<file path="config.mk">
export PLATFORM = sky130hd
export DESIGN_NAME = mutex_with_fifo_waiters_top
export DESIGN_NICKNAME = d
export VERILOG_FILES = /design/src/hw/rtl/mwf_pkg.sv /design/src/hw/rtl/mwf_ram.sv /design/src/hw/rtl/mwf_core.sv /design/src/hw/rtl/mutex_with_fifo_waiters_top.sv
export SDC_FILE = /design/constraint.sdc
export NUM_CORES = 1
export LEC_CHECK = 0
export ABC_CLOCK_PERIOD_IN_PS = 2600
export BUFFER_PORTS_ARGS = -buffer_cell sky130_fd_sc_hd__buf_2
export CORE_MARGIN = 2
export CORE_UTILIZATION = 54
export CTS_CLUSTER_SIZE = 25
export DETAILED_ROUTE_END_ITERATION = 16
export GPL_TIMING_DRIVEN = 0
export MAX_ROUTING_LAYER = met4
export PLACE_DENSITY = 0.78
export SYNTH_ARGS = -nofsm -noshare
export SYNTH_HDL_FRONTEND = slang
export SYNTH_SLANG_ARGS = --single-unit
export TNS_END_PERCENT = 100
</file>
<file path="constraint.sdc">
create_clock -name clk -period 2.6 [get_ports clk]
set_input_delay 0.39 -clock clk [delete_from_list [all_inputs] [get_ports clk]]
set_output_delay 0.39 -clock clk [all_outputs]
set_load 0.1 [all_outputs]
</file>
<file path="src/hw/rtl/mwf_pkg.sv">
// Shared types and codes for the mutex with a FIFO wait queue.
`timescale 1ns / 1ps

package mwf_pkg;

  localparam int TaskW   = 4;
  localparam int StatusW = 4;

  typedef enum logic [1:0] {
    ACT_ACQUIRE = 2'd0,
    ACT_RELEASE = 2'd1,
    ACT_DELETE  = 2'd2
  } action_t;

  typedef enum logic [StatusW-1:0] {
    ST_GRANTED         = 4'd0,
    ST_QUEUED          = 4'd1,
    ST_ALREADY_OWNER   = 4'd2,
    ST_QUEUE_FULL      = 4'd3,
    ST_RELEASE_REFUSED = 4'd4,
    ST_FREED           = 4'd5,
    ST_HANDED_OVER     = 4'd6,
    ST_DELETED         = 4'd7,
    ST_DELETE_REFUSED  = 4'd8
  } status_t;

  // request word
  typedef struct packed {
    action_t          action;
    logic [TaskW-1:0] task_id;
  } req_t;

  // result word
  typedef struct packed {
    status_t          status;
    logic [TaskW-1:0] new_owner;
    logic             owner_valid;
  } rsp_t;

endpackage

</file>
<file path="src/hw/rtl/mwf_ram.sv">
// Generic single-write, single-read RAM with registered read data.
`timescale 1ns / 1ps

module mwf_ram #(
  parameter int WIDTH = 4,
  parameter int DEPTH = 8,
  localparam int AW = (DEPTH > 1) ? $clog2(DEPTH) : 1
) (
  input  logic             clk,
  input  logic             we,
  input  logic [AW-1:0]    waddr,
  input  logic [WIDTH-1:0] wdata,
  input  logic [AW-1:0]    raddr,
  output logic [WIDTH-1:0] rdata
);

  logic [WIDTH-1:0] mem [DEPTH];

  always_ff @(posedge clk) begin
    if (we) begin
      mem[waddr] <= wdata;
    end
    rdata <= mem[raddr];
  end

endmodule

</file>
<file path="src/hw/rtl/mwf_core.sv">
// Request sequencer: owner and ring pointers, read-modify-write of the waiter ring.
`timescale 1ns / 1ps

module mwf_core
  import mwf_pkg::*;
#(
  parameter int WAIT_DEPTH = 8,
  localparam int IW = (WAIT_DEPTH > 1) ? $clog2(WAIT_DEPTH) : 1,
  localparam int CW = $clog2(WAIT_DEPTH + 1)
) (
  input  logic             clk,
  input  logic             rst,
  input  logic             start,
  output logic             busy,
  input  req_t             req,
  output logic             done,
  output rsp_t             result,
  // waiter ring port
  output logic             ring_we,
  output logic [IW-1:0]    ring_waddr,
  output logic [TaskW-1:0] ring_wdata,
  output logic [IW-1:0]    ring_raddr,
  input  logic [TaskW-1:0] ring_rdata
);

  logic             pending;
  req_t             req_q;
  logic             held, held_next;
  logic [TaskW-1:0] owner, owner_next;
  logic [IW-1:0]    head, head_next;
  logic [IW-1:0]    tail, tail_next;
  logic [CW-1:0]    count, count_next;
  status_t          status;
  logic             accept;

  assign accept = start && !pending;
  assign busy   = pending;

  // head is always being read, so the oldest waiter is ready in the execute cycle
  assign ring_raddr = head;
  assign ring_waddr = tail;
  assign ring_wdata = req_q.task_id;

  // execute: decide the request against the registered state
  always_comb begin
    held_next  = held;
    owner_next = owner;
    head_next  = head;
    tail_next  = tail;
    count_next = count;
    ring_we    = 1'b0;
    status     = ST_RELEASE_REFUSED;
    case (req_q.action)
      ACT_ACQUIRE: begin
        if (!held) begin
          held_next  = 1'b1;
          owner_next = req_q.task_id;
          status     = ST_GRANTED;
        end else if (owner == req_q.task_id) begin
          status = ST_ALREADY_OWNER;
        end else if (count >= CW'(WAIT_DEPTH)) begin
          status = ST_QUEUE_FULL;
        end else begin
          ring_we    = pending;
          tail_next  = (tail == IW'(WAIT_DEPTH - 1)) ? '0 : tail + 1'b1;
          count_next = count + 1'b1;
          status     = ST_QUEUED;
        end
      end
      ACT_RELEASE: begin
        if (!held || owner != req_q.task_id) begin
          status = ST_RELEASE_REFUSED;
        end else if (count == '0) begin
          held_next  = 1'b0;
          owner_next = '0;
          status     = ST_FREED;
        end else begin
          owner_next = ring_rdata;
          head_next  = (head == IW'(WAIT_DEPTH - 1)) ? '0 : head + 1'b1;
          count_next = count - 1'b1;
          status     = ST_HANDED_OVER;
        end
      end
      ACT_DELETE: begin
        if (held) begin
          status = ST_DELETE_REFUSED;
        end else begin
          owner_next = '0;
          head_next  = '0;
          tail_next  = '0;
          count_next = '0;
          status     = ST_DELETED;
        end
      end
      default: begin
        status = ST_RELEASE_REFUSED;
      end
    endcase
  end

  // state, request capture and result register
  always_ff @(posedge clk) begin
    if (rst) begin
      pending <= 1'b0;
      done    <= 1'b0;
      held    <= 1'b0;
      owner   <= '0;
      head    <= '0;
      tail    <= '0;
      count   <= '0;
    end else begin
      done <= pending;
      if (accept) begin
        pending <= 1'b1;
        req_q   <= req;
      end
      if (pending) begin
        pending            <= 1'b0;
        held               <= held_next;
        owner              <= owner_next;
        head               <= head_next;
        tail               <= tail_next;
        count              <= count_next;
        result.status      <= status;
        result.new_owner   <= held_next ? owner_next : '0;
        result.owner_valid <= held_next;
      end
    end
  end

  // every accepted request yields one result
  a_result_follows: assert property (@(posedge clk) disable iff (rst)
    accept |=> ##1 done)
    else $error("request produced no result");

  // free mutex never has waiters
  a_free_empty: assert property (@(posedge clk) disable iff (rst)
    !held |-> count == '0)
    else $error("waiters queued on a free mutex");

  a_count_bound: assert property (@(posedge clk) disable iff (rst)
    count <= CW'(WAIT_DEPTH))
    else $error("waiter count beyond ring depth");

  // reported owner matches held state after the request
  a_result_owner: assert property (@(posedge clk) disable iff (rst)
    done |-> (result.owner_valid == held) && (!held || result.new_owner == owner))
    else $error("result disagrees with owner state");

  a_ring_write: assert property (@(posedge clk) disable iff (rst)
    ring_we |-> pending && held && count < CW'(WAIT_DEPTH))
    else $error("ring written outside an accepted queueing");

endmodule

</file>
<file path="src/hw/rtl/mutex_with_fifo_waiters_top.sv">
// Top level of the hardware mutex with a FIFO queue of waiting tasks.
`timescale 1ns / 1ps

// Usage:
//   A request word (action, task_id) is taken at a rising edge where start
//   is high and busy is low. busy stays high for the one cycle in which the
//   request is executed against the owner registers and the waiter ring.
//   The result word (status, new_owner, owner_valid) appears on result for
//   exactly one cycle with done high, registered at the end of the execute
//   cycle. No new request is taken while one executes: the waiter ring lives
//   in a RAM with a registered read port, so the oldest waiter read at the
//   head pointer is only available in the cycle after acceptance, and the
//   ring write and pointer update land at the end of that cycle.
//   Acquire of a held mutex by a non-owner appends the task at the tail
//   unless the ring is full; release by the owner pops the head waiter as
//   new owner, or frees the mutex if none. Delete is refused while held and otherwise resets owner and pointers.
//   Synchronous reset (rst) frees the mutex and empties the queue at once;
//   ring contents are not cleared, as only written entries are ever read.
//   The receiver cannot stall: done is a strobe and must be sampled.

module mutex_with_fifo_waiters_top
  import mwf_pkg::*;
#(
  parameter int WAIT_DEPTH = 8
) (
  input  logic clk,
  input  logic rst,
  input  logic start,
  output logic busy,
  input  req_t req,
  output logic done,
  output rsp_t result
);

  localparam int IW = (WAIT_DEPTH > 1) ? $clog2(WAIT_DEPTH) : 1;

  logic             ring_we;
  logic [IW-1:0]    ring_waddr;
  logic [IW-1:0]    ring_raddr;
  logic [TaskW-1:0] ring_wdata;
  logic [TaskW-1:0] ring_rdata;

  mwf_core #(
    .WAIT_DEPTH(WAIT_DEPTH)
  ) u_core (
    .clk       (clk),
    .rst       (rst),
    .start     (start),
    .busy      (busy),
    .req       (req),
    .done      (done),
    .result    (result),
    .ring_we   (ring_we),
    .ring_waddr(ring_waddr),
    .ring_wdata(ring_wdata),
    .ring_raddr(ring_raddr),
    .ring_rdata(ring_rdata)
  );

  // waiter ring
  mwf_ram #(
    .WIDTH(TaskW),
    .DEPTH(WAIT_DEPTH)
  ) u_ring (
    .clk  (clk),
    .we   (ring_we),
    .waddr(ring_waddr),
    .wdata(ring_wdata),
    .raddr(ring_raddr),
    .rdata(ring_rdata)
  );

endmodule
</file>
==> qor.csv <==
metric,value,unit
"Reg clk slew, reported paths",0.07,ns
CTS Buffer Depth,2,
"Cell Count, Final, Fillers Out",341,
routed length on met3,386,µm
sum of negative setup slack,0,ns
CP Max Fanout,10,
"Buf+Inv Stages, Crit Path",1,
Main synth FF type,edfxtp_1,
Resized Gates After CTS,0,
Worst Path Required,2.58,ns
largest net degree at the start of global routing,15,
post-route antenna net violation count,0,
share of power burned in combinational logic,6.2,%
Sw Share,25.2,%
most frequent cell after synthesis,edfxtp_1,
Worst-Margin Slew,0.984,ns
# port buffers,19,
FMAX,408,MHz
# hold bufs at CTS,0,
Placed Cells incl. Taps,325,
synthesized flop and latch total,68,
CP top delay family,simple AND/OR/NAND/NOR gates,
Tot Pwr,2220,µW
Slew Limit Fails,0,
core footprint,0.00551,mm²
fraction of layout instances using a drive strength above 1,21.9,%
PD cells,641,mW/mm²
vias in the first global route,2040,
Num Clock Sinks,68,
via count,2060,
post-layout minimum cycle time,2.45,ns
Pint,1660,µW
pre-CTS WS,0.114,ns
unrepaired setup endpoints after global routing,no,
DRC violation count after routing,0,
Hold Fails Final Rpt,0,
critical path class,flop to flop,
final setup skew,0.0137,ns
# IOs,20,
Synth area leaders,"edfxtp_1, dfxtp_1, mux4_2, ha_1, mux2i_1",
Tot GR Track Use,21.9,%
Post-Syn Instances,234,
"Top cell by count, worst path",nor3_1,
placed inst area,0.00326,mm²
setup repair bufs after CTS,0,
ANT cells,0,
area of the die,0.00631,mm²
"top cells by count, synth","edfxtp_1, dfxtp_1, nor2_1, nor3_1, o21ai_0",
met2 WL,2.77,mm
DR top layer,met4,
Leak Pwr,0.00120,µW
CTS tree,built,
CP peak stage delay,0.55,ns
max-cap check violation count,0,
Root Buffer,clkbuf_8,
post-synth top area share,46.0,%
Starting Density,55.8,%
crit-path cells,"xnor2_1, and4_4, buf_6, nor3_1, nand2b_1, nor3_1",
period utilization,94.4,%
Critical Path AT,2.44,ns
startpoint types,flop,
H-tree levels,3,
maximum vdd drop,0.000678,V
crit path capture type,flop,
DRT Pass-1 Iters,4,
synthesized net count,250,
number of synthesized flops with an enable pin,47,
number of buffers created by CTS,9,
Final WS setup,0.146,ns
worst-skew pair later-pin latency,0.35,ns
vias per std cell,6.04,
Finish-stage setup viols,0,
Final Cell Area,0.00346,mm²
DPL Wire Length,4.14,mm
"Avg Cell Area, Syn",13.1,µm²
post-synthesis async set-or-reset flop share,0,%
first-pass GRT wire length,9.96,mm
Psw,561,µW
Fillers,424,
die height,79.4,µm
std cell rows,27,
antenna violations before repair,0,
cell area after synthesis,0.00307,mm²
Routability Congestion,0.851,
Post-Route WL,5.96,mm
Die X,79.4,µm
wl on met1,2.61,mm
drt initial violations,298,
Final nets,280,
Slew HR,34.3,%
Reg power frac,53.2,%
Clock Power Share,40.7,%
status,"complete, no violations",
Yosys cell types,45,
Overflow after GRT,0,
Hold/Removal Path Class,input pin to flop,
"area leader, netlist",edfxtp_1,
Layout area overhead,12.8,%
register area share after synthesis,59.7,%
slowest CP cell,edfxtp_1,
Avg WL per Cell,17.5,µm
YS warnings,0,
path summary, 6_finish.rpt:
kind / from / endpoint / slack (ns) / depth (start not counted)
hold / removal: req[1] / u_core.ring_wdata[1]$_DFFE_PP_ / 0.22 / 1
setup / recovery: u_core.ring_wdata[2]$_DFFE_PP_ / u_ring.mem[0][0]$_DFFE_PP_ / 0.15 / 6
setup reg to reg: u_core.ring_wdata[2]$_DFFE_PP_ / u_ring.mem[0][0]$_DFFE_PP_ / 0.15 / 6
hold reg to reg: u_core.count[2]$_SDFFE_PP0P_ / u_core.count[2]$_SDFFE_PP0P_ / 0.52 / 2
worst reg2reg max path: cells and delay by family, from the launching register on:
| kind | cells | cell delay, ns |
|---|---|---|
| and+or+nand+nor | 4 | 1.21 |
| DFF | 1 | 0.55 |
| xor gates and xnor gates | 1 | 0.21 |
| buffers and inverters | 1 | 0.13 |
cell families after synthesis:
| group | Yosys count | share of synthesized area (%) |
|---|---|---|
| AO/OA/AOI/OAI | 49 | 11.5 |
| XOR/XNOR | 5 | 1.43 |
| adder cells (fa/ha/maj) | 7 | 3.10 |
| buffers and inverters | 21 | 3.14 |
| flip-flops | 68 | 59.7 |
| multiplexers | 20 | 9.98 |
| AND/OR/NAND/NOR | 64 | 11.2 |
power groups by stage:
stage | clock [µW] | sequential [µW] | combinational [µW]
floorplan | 0 | 1240 | 67.6
global placement | 0 | 1200 | 132
detailed placement | 0 | 1210 | 135
CTS | 905 | 1180 | 135
global route | 961 | 1180 | 146
finish | 903 | 1180 | 137
registers in the layout, summed over array words and instances, names as in the netlist:
signal	cells
u_core.held	1
u_core.result	9
u_ring.rdata	4
u_core.count	4
u_core.ring_wdata	4
u_ring.mem	32
u_core.busy	1
u_core.req_q	2
u_core.ring_waddr	3
u_core.owner	4
u_core.ring_raddr	3
u_core.done	1
stage by stage:
step                      utilization, %  hold WS, ns
after global routing                62.9        0.204
after floorplan                        -        0.470
after global placement              59.1        0.494
after detailed placement            59.1        0.504
final                               62.9        0.216
after CTS                           62.8        0.212
metal layers:
metal	global-route usage, %	vias to the layer above
met3	4.30	16
met5	-	-
met4	12.4	0
met1	29.5	997
met2	31.3	95
li1	-	952
area by class of cell:
class                   instances  area, µm²  share of cell area [%]
repair buffers                 19       95.1                    2.74
well taps                      72       90.1                    2.60
clock inverters                 7       80.1                    2.31
flip-flops and latches         68       1830                    52.9
multi-input cells             145       1150                    33.1
inverters                       7       26.3                   0.758
plain buffers                  14       70.1                    2.02
clock buffers                   9        124                    3.58
placed cells by master, fill, tap and decap left out, drive strengths merged, types with 4 or more instances in the layout:
master and instances:
a311oi 4, xnor2 5, mux4 8, a22oi 4, inv 11, buf 24, dfxtp 21, nor3b 5
a21oi 9, mux2i 7, nor2 15, o22ai 6, nor3 12, nand2 8, ha 6, o21ai 11
edfxtp 47, and2 5, nand2b 7, clkbuf 18, mux2 5
(Power assumes the default switching activity.)
